$ cat src/rtl/plt_pkg.sv
// shared constants, codes and types for the peer liveness table
// no dependencies; imported by plt_store and peer_liveness_table
`default_nettype none

package plt_pkg;

  localparam int TABLE_DEPTH_DEF = 32;

  localparam int ADDR_W = 32;
  localparam int TIME_W = 32;

  // operation codes carried on in_tuser
  localparam logic [1:0] OP_PACKET = 2'd0;
  localparam logic [1:0] OP_TICK   = 2'd1;
  localparam logic [1:0] OP_SELECT = 2'd2;

  // result status codes carried on out_tuser
  localparam logic [2:0] ST_ADDED     = 3'd0;
  localparam logic [2:0] ST_REFRESHED = 3'd1;
  localparam logic [2:0] ST_IGNORED   = 3'd2;
  localparam logic [2:0] ST_FULL      = 3'd3;
  localparam logic [2:0] ST_TICK      = 3'd4;
  localparam logic [2:0] ST_SELECTED  = 3'd5;
  localparam logic [2:0] ST_BADINDEX  = 3'd6;

  // configuration register indexes
  localparam logic [1:0] CFG_TIMEOUT  = 2'd0;
  localparam logic [1:0] CFG_PROTOCOL = 2'd1;
  localparam logic [1:0] CFG_HELLO    = 2'd2;

  localparam logic [15:0] TIMEOUT_RST  = 16'd30;
  localparam logic [7:0]  PROTOCOL_RST = 8'd253;
  localparam logic [7:0]  HELLO_RST    = 8'h01;

  localparam logic [12:0] MSG_HDR_BYTES = 13'd16;

  // write strobes and data for the entry store
  typedef struct packed {
    logic              addr_we;
    logic              lh_we;
    logic [ADDR_W-1:0] addr;
    logic [TIME_W-1:0] lh;
  } plt_wr_t;

endpackage

`default_nettype wire

$ cat src/rtl/plt_store.sv
// entry store: peer addresses and last-heard times, one write and one read port
// depends on plt_pkg for widths and the write strobe struct
`default_nettype none

module plt_store
  import plt_pkg::*;
#(
  parameter int DEPTH = TABLE_DEPTH_DEF,
  parameter int IW    = (DEPTH > 1) ? $clog2(DEPTH) : 1
) (
  input  wire logic              clk,
  input  wire logic [IW-1:0]     waddr,
  input  wire plt_wr_t           wr,
  input  wire logic [IW-1:0]     raddr,
  output logic      [ADDR_W-1:0] rd_addr,
  output logic      [TIME_W-1:0] rd_lh
);

  logic [ADDR_W-1:0] addr_mem [DEPTH];
  logic [TIME_W-1:0] lh_mem   [DEPTH];

  always_ff @(posedge clk) begin
    if (wr.addr_we) begin
      addr_mem[waddr] <= wr.addr;
    end
    if (wr.lh_we) begin
      lh_mem[waddr] <= wr.lh;
    end
    rd_addr <= addr_mem[raddr];
    rd_lh   <= lh_mem[raddr];
  end

endmodule

`default_nettype wire

$ cat src/rtl/peer_liveness_table.sv
// peer liveness table: keyed store of peers, refresh on hello, expiry on tick
// a dropped packet goes from idle through the done state to the output register;
// lookup, expiry sweep and nth-active select walk the used entries one per cycle
// through the store read port
// one item at a time; next transfer accepted the cycle after the result is registered
// reset (sync, rst_n low): counters, active flags and config to defaults; store not cleared
`default_nettype none

module peer_liveness_table
  import plt_pkg::*;
#(
  parameter int TABLE_DEPTH = TABLE_DEPTH_DEF
) (
  input  wire logic        clk,
  input  wire logic        rst_n,
  // input stream
  input  wire logic        in_tvalid,
  output logic             in_tready,
  // ip_protocol[7:0] header_words[11:8] packet_length[23:12] message_type[31:24]
  // source_address[63:32] select_index[69:64], zero pad [71:70]
  input  wire logic [71:0] in_tdata,
  // operation[1:0]
  input  wire logic [1:0]  in_tuser,
  // result stream
  output logic             out_tvalid,
  input  wire logic        out_tready,
  // peer_address[31:0] active_count[37:32] expired_count[43:38], zero pad [47:44]
  output logic      [47:0] out_tdata,
  // status[2:0]
  output logic      [2:0]  out_tuser,
  // configuration writes
  input  wire logic        cfg_valid,
  output logic             cfg_ready,
  input  wire logic [1:0]  cfg_index,
  input  wire logic [15:0] cfg_data
);

  localparam int IW = (TABLE_DEPTH > 1) ? $clog2(TABLE_DEPTH) : 1;
  localparam int UW = $clog2(TABLE_DEPTH + 1);
  localparam int CW = (UW > 6) ? UW : 6;
  localparam logic [UW-1:0] DEPTH_U = UW'(TABLE_DEPTH);

  typedef enum logic [2:0] {
    S_IDLE,
    S_LOOK,
    S_SWEEP,
    S_SEL,
    S_SELRD,
    S_DONE
  } state_t;

  // input fields
  logic [7:0]  f_proto;
  logic [3:0]  f_words;
  logic [11:0] f_plen;
  logic [7:0]  f_mtype;
  logic [31:0] f_src;
  logic [5:0]  f_sel;

  assign f_proto = in_tdata[7:0];
  assign f_words = in_tdata[11:8];
  assign f_plen  = in_tdata[23:12];
  assign f_mtype = in_tdata[31:24];
  assign f_src   = in_tdata[63:32];
  assign f_sel   = in_tdata[69:64];

  state_t state_r, state_nxt;

  logic [15:0] timeout_r;
  logic [7:0]  protocol_r;
  logic [7:0]  hello_r;

  logic [TIME_W-1:0]  now_r, now_nxt;
  logic [UW-1:0]      used_r, used_nxt;
  logic [UW-1:0]      act_cnt_r, act_cnt_nxt;
  logic [TABLE_DEPTH-1:0] active_r, active_nxt;

  logic [ADDR_W-1:0]  src_r, src_nxt;
  logic [5:0]         want_r, want_nxt;
  logic [UW-1:0]      idx_r, idx_nxt;
  logic               cmp_v_r, cmp_v_nxt;
  logic [IW-1:0]      cmp_idx_r, cmp_idx_nxt;
  logic [UW-1:0]      seen_r, seen_nxt;

  logic [2:0]         res_status_r, res_status_nxt;
  logic [ADDR_W-1:0]  res_addr_r, res_addr_nxt;
  logic [UW-1:0]      res_exp_r, res_exp_nxt;

  logic               out_valid_r, out_valid_nxt;
  logic [2:0]         out_status_r, out_status_nxt;
  logic [ADDR_W-1:0]  out_addr_r, out_addr_nxt;
  logic [5:0]         out_act_r, out_act_nxt;
  logic [5:0]         out_exp_r, out_exp_nxt;

  // store ports
  plt_wr_t            wr;
  logic [IW-1:0]      waddr;
  logic [IW-1:0]      raddr;
  logic [ADDR_W-1:0]  rd_addr;
  logic [TIME_W-1:0]  rd_lh;

  logic               in_xfer;
  logic               pkt_pass;
  logic               issue;
  logic [CW-1:0]      seen_ext;
  logic [CW-1:0]      want_ext;
  logic [CW-1:0]      act_ext;
  logic [CW-1:0]      exp_ext;
  logic [TIME_W-1:0]  age;

  assign in_tready = (state_r == S_IDLE);
  assign in_xfer   = in_tvalid && in_tready;
  assign cfg_ready = 1'b1;

  assign pkt_pass = (f_proto == protocol_r) &&
                    ({1'b0, f_plen} >= ({7'd0, f_words, 2'b00} + MSG_HDR_BYTES)) &&
                    (f_mtype == hello_r);

  assign issue    = (idx_r < used_r);
  assign raddr    = issue ? idx_r[IW-1:0] : '0;
  assign seen_ext = CW'(seen_r) + CW'(1);
  assign want_ext = CW'(want_r);
  assign act_ext  = CW'(act_cnt_r);
  assign exp_ext  = CW'(res_exp_r);
  assign age      = now_r - rd_lh;

  plt_store #(
    .DEPTH (TABLE_DEPTH),
    .IW    (IW)
  ) u_store (
    .clk     (clk),
    .waddr   (waddr),
    .wr      (wr),
    .raddr   (raddr),
    .rd_addr (rd_addr),
    .rd_lh   (rd_lh)
  );

  always_comb begin
    state_nxt      = state_r;
    now_nxt        = now_r;
    used_nxt       = used_r;
    act_cnt_nxt    = act_cnt_r;
    active_nxt     = active_r;
    src_nxt        = src_r;
    want_nxt       = want_r;
    idx_nxt        = idx_r;
    cmp_v_nxt      = 1'b0;
    cmp_idx_nxt    = idx_r[IW-1:0];
    seen_nxt       = seen_r;
    res_status_nxt = res_status_r;
    res_addr_nxt   = res_addr_r;
    res_exp_nxt    = res_exp_r;
    out_valid_nxt  = out_valid_r && !out_tready;
    out_status_nxt = out_status_r;
    out_addr_nxt   = out_addr_r;
    out_act_nxt    = out_act_r;
    out_exp_nxt    = out_exp_r;
    wr             = '0;
    wr.addr        = src_r;
    wr.lh          = now_r;
    waddr          = cmp_idx_r;

    case (state_r)
      S_IDLE: begin
        if (in_xfer) begin
          src_nxt      = f_src;
          want_nxt     = f_sel;
          idx_nxt      = '0;
          seen_nxt     = '0;
          res_addr_nxt = '0;
          res_exp_nxt  = '0;
          case (in_tuser)
            OP_PACKET: begin
              if (pkt_pass) begin
                state_nxt = S_LOOK;
              end else begin
                res_status_nxt = ST_IGNORED;
                state_nxt      = S_DONE;
              end
            end
            OP_TICK: begin
              now_nxt   = now_r + TIME_W'(1);
              state_nxt = S_SWEEP;
            end
            OP_SELECT: begin
              if (f_sel == 6'd0) begin
                res_status_nxt = ST_BADINDEX;
                state_nxt      = S_DONE;
              end else begin
                state_nxt = S_SEL;
              end
            end
            default: begin
              res_status_nxt = ST_IGNORED;
              state_nxt      = S_DONE;
            end
          endcase
        end
      end

      // read one entry a cycle, compare the one read the cycle before
      S_LOOK: begin
        if (issue) begin
          idx_nxt = idx_r + UW'(1);
        end
        cmp_v_nxt = issue;
        if (cmp_v_r && (rd_addr == src_r)) begin
          wr.lh_we = 1'b1;
          waddr    = cmp_idx_r;
          if (!active_r[cmp_idx_r]) begin
            act_cnt_nxt = act_cnt_r + UW'(1);
          end
          active_nxt[cmp_idx_r] = 1'b1;
          res_status_nxt = ST_REFRESHED;
          cmp_v_nxt      = 1'b0;
          state_nxt      = S_DONE;
        end else if (!issue && !cmp_v_r) begin
          if (used_r == DEPTH_U) begin
            res_status_nxt = ST_FULL;
          end else begin
            wr.addr_we = 1'b1;
            wr.lh_we   = 1'b1;
            waddr      = used_r[IW-1:0];
            active_nxt[used_r[IW-1:0]] = 1'b1;
            used_nxt       = used_r + UW'(1);
            act_cnt_nxt    = act_cnt_r + UW'(1);
            res_status_nxt = ST_ADDED;
          end
          state_nxt = S_DONE;
        end
      end

      S_SWEEP: begin
        if (issue) begin
          idx_nxt = idx_r + UW'(1);
        end
        cmp_v_nxt = issue;
        if (cmp_v_r && active_r[cmp_idx_r] && (age > {16'd0, timeout_r})) begin
          active_nxt[cmp_idx_r] = 1'b0;
          act_cnt_nxt = act_cnt_r - UW'(1);
          res_exp_nxt = res_exp_r + UW'(1);
        end
        if (!issue && !cmp_v_r) begin
          res_status_nxt = ST_TICK;
          state_nxt      = S_DONE;
        end
      end

      // walk the active flags; the hit index is read from the store meanwhile
      S_SEL: begin
        if (issue) begin
          idx_nxt = idx_r + UW'(1);
          if (active_r[idx_r[IW-1:0]]) begin
            if (seen_ext == want_ext) begin
              state_nxt = S_SELRD;
            end else begin
              seen_nxt = seen_r + UW'(1);
            end
          end
        end else begin
          res_status_nxt = ST_BADINDEX;
          state_nxt      = S_DONE;
        end
      end

      S_SELRD: begin
        res_addr_nxt   = rd_addr;
        res_status_nxt = ST_SELECTED;
        state_nxt      = S_DONE;
      end

      S_DONE: begin
        if (!out_valid_r || out_tready) begin
          out_valid_nxt  = 1'b1;
          out_status_nxt = res_status_r;
          out_addr_nxt   = res_addr_r;
          out_act_nxt    = act_ext[5:0];
          out_exp_nxt    = exp_ext[5:0];
          state_nxt      = S_IDLE;
        end
      end

      default: begin
        state_nxt = S_IDLE;
      end
    endcase
  end

  always_ff @(posedge clk) begin
    if (!rst_n) begin
      state_r     <= S_IDLE;
      now_r       <= '0;
      used_r      <= '0;
      act_cnt_r   <= '0;
      active_r    <= '0;
      cmp_v_r     <= 1'b0;
      out_valid_r <= 1'b0;
      timeout_r   <= TIMEOUT_RST;
      protocol_r  <= PROTOCOL_RST;
      hello_r     <= HELLO_RST;
    end else begin
      state_r     <= state_nxt;
      now_r       <= now_nxt;
      used_r      <= used_nxt;
      act_cnt_r   <= act_cnt_nxt;
      active_r    <= active_nxt;
      cmp_v_r     <= cmp_v_nxt;
      out_valid_r <= out_valid_nxt;
      if (cfg_valid && cfg_ready) begin
        case (cfg_index)
          CFG_TIMEOUT:  timeout_r  <= cfg_data;
          CFG_PROTOCOL: protocol_r <= cfg_data[7:0];
          CFG_HELLO:    hello_r    <= cfg_data[7:0];
          default: ;
        endcase
      end
    end
    src_r        <= src_nxt;
    want_r       <= want_nxt;
    idx_r        <= idx_nxt;
    cmp_idx_r    <= cmp_idx_nxt;
    seen_r       <= seen_nxt;
    res_status_r <= res_status_nxt;
    res_addr_r   <= res_addr_nxt;
    res_exp_r    <= res_exp_nxt;
    out_status_r <= out_status_nxt;
    out_addr_r   <= out_addr_nxt;
    out_act_r    <= out_act_nxt;
    out_exp_r    <= out_exp_nxt;
  end

  assign out_tvalid = out_valid_r;
  assign out_tuser  = out_status_r;
  assign out_tdata  = {4'd0, out_exp_r, out_act_r, out_addr_r};

  // running active count must track the flags
  a_act_matches_flags: assert property (@(posedge clk) disable iff (!rst_n)
    act_cnt_r == UW'($countones(active_r)))
    else $error("active count out of step with active flags");

  a_act_le_used: assert property (@(posedge clk) disable iff (!rst_n)
    act_cnt_r <= used_r)
    else $error("more active entries than used entries");

  a_used_le_depth: assert property (@(posedge clk) disable iff (!rst_n)
    used_r <= DEPTH_U)
    else $error("used entries beyond table depth");

  a_busy_after_xfer: assert property (@(posedge clk) disable iff (!rst_n)
    in_xfer |=> !in_tready)
    else $error("input taken again before the result was formed");

endmodule

`default_nettype wire
$ cat config.mk
export PLATFORM = sky130hd
export DESIGN_NAME = peer_liveness_table
export DESIGN_NICKNAME = d
export VERILOG_FILES = /design/src/rtl/plt_pkg.sv /design/src/rtl/plt_store.sv /design/src/rtl/peer_liveness_table.sv
export SDC_FILE = /design/constraint.sdc
export NUM_CORES = 2
export LEC_CHECK = 0
export ABC_AREA = 1
export BUFFER_PORTS_ARGS = -buffer_cell sky130_fd_sc_hd__buf_2
export CAP_MARGIN = 20
export CORE_ASPECT_RATIO = 2
export CORE_MARGIN = 2
export CORE_UTILIZATION = 50
export DETAILED_ROUTE_END_ITERATION = 8
export PLACE_DENSITY = 0.64
export SLEW_MARGIN = 20
export SYNTH_ARGS = -nofsm -noshare
export SYNTH_HDL_FRONTEND = slang
export SYNTH_SLANG_ARGS = --single-unit
$ cat constraint.sdc
create_clock -name clk -period 10.8 [get_ports clk]
set_input_delay 2.7 -clock clk [delete_from_list [all_inputs] [get_ports clk]]
set_output_delay 2.7 -clock clk [all_outputs]
set_load 0.03 [all_outputs]
# Word-level counts from Yosys, hierarchy flattened
# Memory sizes are Yosys's and may differ from the RTL's. A register that Yosys moved wholly into a read port is not among the register bits.
# Cells that the tools add are included.
# word_totals
mem_count	2
mem_bits_rw	2048
in_bits	97
regBits	256
elab_cells	188
# memory_table
memory	words	word_bits	read_ports	rd_clocked_by_memory_dff	write_ports	line_no	source
u_store.addr_mem	32	32	1	1	1	plt_store.sv:19	logic [ADDR_W-1:0] addr_mem [DEPTH];
u_store.lh_mem	32	32	1	1	1	plt_store.sv:20	logic [TIME_W-1:0] lh_mem [DEPTH];
# op_classes
bitwise	6
eq_ne	31
muxes	69
n_addsub	9
n_reduce_logical	41
magnitude_cmp	8
# op_table
op	n
$mux W32	5
$pmux W32 S2	2
$mux W6	11
$or A32 B32 Y32	2
$mux W3	16
$pmux W6 S2	4
$add A32 B1 Y32 const B	1
$and A32 B32 Y32	1
$eq A32 B32 Y1	1
$gt A32 B16 Y1	1
$not A32 Y32	1
$sub A32 B32 Y32	1
$add A6 B1 Y6 const B	5
$mux W5	5
$ne A3 B3 Y1 const B	7
$lt A5 B6 Y1 const B	3
$pmux W3 S3	2
$pmux W3 S6	1
$eq A8 B8 Y1	2
$ne A2 B2 Y1 const B	8
$pmux W3 S5	1
$mux W1	13
$ge A12 B7 Y1	1
$reduce_and A2 Y1	6
30 further kinds	64

# Depth between registers and ports, before layout
# depth
ltp_word	9
ltp_mapped	31
ltp_nobuf	30

# Cells and area by module
# From an unflattened synthesis, not the netlist that was laid out.
# unflattened
hier_cells	9060
area_unflattened_um2	99309.0
# modules_own_cells
mod	area_per_inst_um2	cells_per_inst	n_inst	seq_area_each_um2
plt_store	83357.4	6835	1	62780.2
peer_liveness_table	15951.5	2225	1	6506.2

# Worst setup path before layout
# OpenSTA, ideal clock, no wires.
# synth_timing
path_kind	input port to flip-flop
startpoint	input out_tready
endpoint	register out_act_r[0], enable pin
required_time_ps	10333
arrival_ps	5071
n_path_buf	0
path_stages	2
slack_ps	5261
cell_sequence	inv_1 > a21oi_1
# synth_between
elab_chain_cells	2
# synth_rtl
item	line_no	source
from (decl)	peer_liveness_table.sv:26	input wire logic out_tready,
$logic_or A1 B1 Y1	peer_liveness_table.sv:274	if (!out_valid_r || out_tready) begin
$reduce_and A2 Y1 (no line)	--	
to (signal assigned)	peer_liveness_table.sv:329	out_act_r <= out_act_nxt;
to (decl)	peer_liveness_table.sv:92	logic [5:0] out_act_r, out_act_nxt;
# Every way passes these cells.
# A chain may end at the register's enable or synchronous reset.

# Final worst setup path
# layout_timing
startpoint	register idx_r[0]
endpoint	memory u_store.lh_mem[20][6], enable pin
# layout_between
elab_chain_cells	8
# layout_rtl
item	line_no	source
from (decl)	peer_liveness_table.sv:80	logic [UW-1:0] idx_r, idx_nxt;
from (signal assigned)	peer_liveness_table.sv:321	idx_r <= idx_nxt;
$lt A6 B6 Y1 *	peer_liveness_table.sv:119	assign issue = (idx_r < used_r);
$logic_not A1 Y1 *	peer_liveness_table.sv:218	end else if (!issue && !cmp_v_r) begin
$logic_and A1 B1 Y1 *	peer_liveness_table.sv:218	
$mux W2	peer_liveness_table.sv:218	
$mux W1	peer_liveness_table.sv:208	if (cmp_v_r && (rd_addr == src_r)) begin
$mux W2	peer_liveness_table.sv:164	case (state_r)
$mux W1	plt_store.sv:26	if (wr.lh_we) begin
$mux W1 (implied by the code)	plt_store.sv:27	lh_mem[waddr] <= wr.lh;
to (decl)	plt_store.sv:20	
# Every way passes the cells marked *; elsewhere a longest branch is shown, timed or not.

==> out/results.tsv <==
metric	value	unit
die_x	317.0	um
min-delay-path-class	reg2reg	
synthMuxAreaShare	0	
p_leak	37.38	nW
numPlacedInstances	10802	
layout.nets	8642	
synth_most_common_cell	edfxtp_1	
wl_per_cell	25.84	um
finalWorstSetupSlack	4.610	ns
synth_edf_count	2186	
hold_buffers	0	
p_total	0.02860	W
area_growth	10.82	%
ys_seq_elements	2368	
grt_pass1_wl	417100	um
drv_cap	0	
finalSetupTns	0	ns
h-tree-depth	4	
drive_above_1_share	0.1067	
worstPathRequired	11.31	ns
die_area	199700	um2
cp.arrival	6.70	ns
syn_area_per_cell	11.59	um2
postCtsSetupRepairBufs	0	
synth_compound_area_frac	0.07174	
via_count	67080	
core_area	194600	um2
synthTopCellsByArea	edfxtp_1, nand2_1, nand3_1, dfxtp_1, nor2_1	
start_kind	flip-flop	
post-route-period-util	0.5731	
antenna_found_initial	5	
synthXorXnorAreaFrac	0.004292	
cts-buffers-inserted	204	
drt_iter0_markers	7292	
ys_seq_area_frac	0.7074	
synth_ff_type	edfxtp_1	
worstMarginPinSlew	1.191	ns
path_max_fanout	140	
path_clk_slew	0.07	ns
synth_common_cells	edfxtp_1, nand2_1, nand3_1	
post-route-min-period	6.190	ns
io_pins	151	
post-place-ws	4.710	ns
max_slew_margin	0.2057	
ys_types	55	
netlist_area	97940	um2
numClockSinks	2368	
fmax	161.6	MHz
drv_slew	0	
async_flop_share	0	
yosys.area.top_type	edfxtp_1	
final_cells	11181	
drc	0	
grt_usage	0.2847	
vdd_drop_max	0.0002348	V
hold_ws	0.4209	ns
clock_latency	0.90	ns
firstDrtPassIters	9	
critical_path_class	reg2reg	
synth_fa_ha_area_frac	0.009351	
critPathSlowestCell	nor3_2	
ys_warn_count	0	
wl	288900	um
drt.antenna.violating_nets	0	
final-setup-viol-count	0	
synth-simple-area-share	0.1698	
cp-end-kind	flip-flop	
place_congestion	0.9212	
path_cells	buf_12 -> inv_2 -> a21boi_1 -> o2111ai_2 -> nand2_4 -> nand2_1 -> nor3_4 -> inv_2 -> buf_4 -> o21ai_1 -> nand2_1 -> nor3_2 -> buf_4	
syn_inst	8448	
root_buffer	clkbuf_16	
fin_skew	0.05891	ns
grt-ovfl-total	0	
grt_setup_unrepaired	no	
cts_tree	done	
synth_top_family_by_area	simple AND/OR/NAND/NOR gates	
grt_pass1_vias	65542	
status	complete, no violations	
powerDensity	263.5	nW/um2
slowest_delay	0.90	ns
die_h	629.9	um
io_buffer_count	143	
initial_core_util	0.5034	
dpl.hpwl	154200	um
post_cts_resized	0	
via_per_inst	5.999	
rows	229	
grt_max_degree	173	
clockBufferDepth	4	
hold_violations	0	
synth_top_area_frac	0.6702	
[area by class of cell]
cell class | count | area [um2]
flip-flops and latches | 2368 | 69300
repair buffers | 316 | 2192
clock buffers | 261 | 5573
multi-input cells | 5174 | 25480
inverters | 409 | 1565
fillers | 15838 | 86010
diodes | 1 | 2.502
well taps | 2541 | 3179
clock inverters | 111 | 1255
[registers in the layout, indices dropped and copies added (netlist names), 3 cells and up]
signal / count
active_r: 32
now_r: 32
res_status_r: 3
idx_r: 6
exp_ext: 6
act_cnt_r: 6
out_tuser: 3
u_store.addr_mem: 1024
cmp_idx_r: 5
hello_r: 8
src_r: 32
state_r: 3
u_store.rd_lh: 32
used_r: 6
seen_r: 6
u_store.lh_mem: 1024
want_ext: 6
out_act_r: 6
res_addr_r: 32
timeout_r: 16
protocol_r: 8
out_exp_r: 6
u_store.rd_addr: 32
out_addr_r: 32
[power breakdown]
part           switching, W  internal (W)
Clock               0.00332       0.00426
Sequential         0.000375        0.0108
Combinational       0.00717       0.00265
[cells by family (layout without fill, tap and decap cells)]
kind of cell	Yosys count	after routing
compound gates	1206	1206
buf+inv	909	1097
simple gates	3843	3843
xor+xnor	48	48
other cells	2	6
fa+ha+maj	72	72
flops	2368	2368
[per-layer routing]
| metal | global-route usage | routed length (um) | up-vias | share of wire |
|---|---|---|---|---|
| met1 | 0.3283 | 102700 | 33000 | 0.36 |
| li1 | - | - | 30117 | - |
| met3 | 0.03648 | 19440 | 863 | 0.067 |
| met2 | 0.4960 | 146700 | 3092 | 0.51 |
| met4 | 0.1814 | 20030 | 8 | 0.069 |
| met5 | 0 | 53 | - | 0.00018 |
[layout by cell type, fill, tap and decap left out, types with 6 or more instances in the layout]
master and instances:
edfxtp_1 2186, nand2_1 1724, nand3_1 1106, nor2_1 635, inv_1 394, o21ai_0 372, o22ai_1 352, a21oi_1 254
clkbuf_16 207, o211ai_1 179, or2_2 175, dfxtp_1 173, buf_4 156, buf_2 143, ha_1 70, nor3_1 44
nor2_4 39, nand4_1 37, clkinv_2 37, nor3_2 36, clkbuf_1 35, xor2_1 31, clkinv_1 26, bufinv_16 25
a31oi_1 23, clkbuf_8 19, xnor2_1 17, nor4_1 10, clkinvlp_4 10, buf_12 10, clkinv_4 9, dfxtp_2 9
and2_1 7, buf_8 7, nor2_2 6, inv_2 6, inv_6 6, o21ai_1 6
[path summary, 6_finish.rpt]
check | startpoint | to | slack [ns] | cells after the start
setup / recovery | idx_r[0] | u_store.lh_mem[20][6] | 4.61 | 13
hold / removal | res_addr_r[20] | out_addr_r[20] | 0.42 | 0
setup reg to reg | idx_r[0] | u_store.lh_mem[20][6] | 4.61 | 13
hold reg to reg | res_addr_r[20] | out_addr_r[20] | 0.42 | 0
[metrics by stage]
stage | utilization | cell area [um2]
after floorplan | - | 97950
after global placement | 0.5222 | 101600
after detailed placement | 0.5223 | 101600
after CTS | 0.5574 | 108400
after global routing | 0.5579 | 108500
final | 0.5579 | 108500
[worst max-delay path, delay by kind of cell (launching register included)]
family                 cells  cell delay (ns)
DFF                        1             0.39
buffers and inverters      5             2.14
AOI/OAI and AO/OA          3             1.03
and+or+nand+nor            5             2.17
No activity file was read; power rests on OpenSTA's default activity.
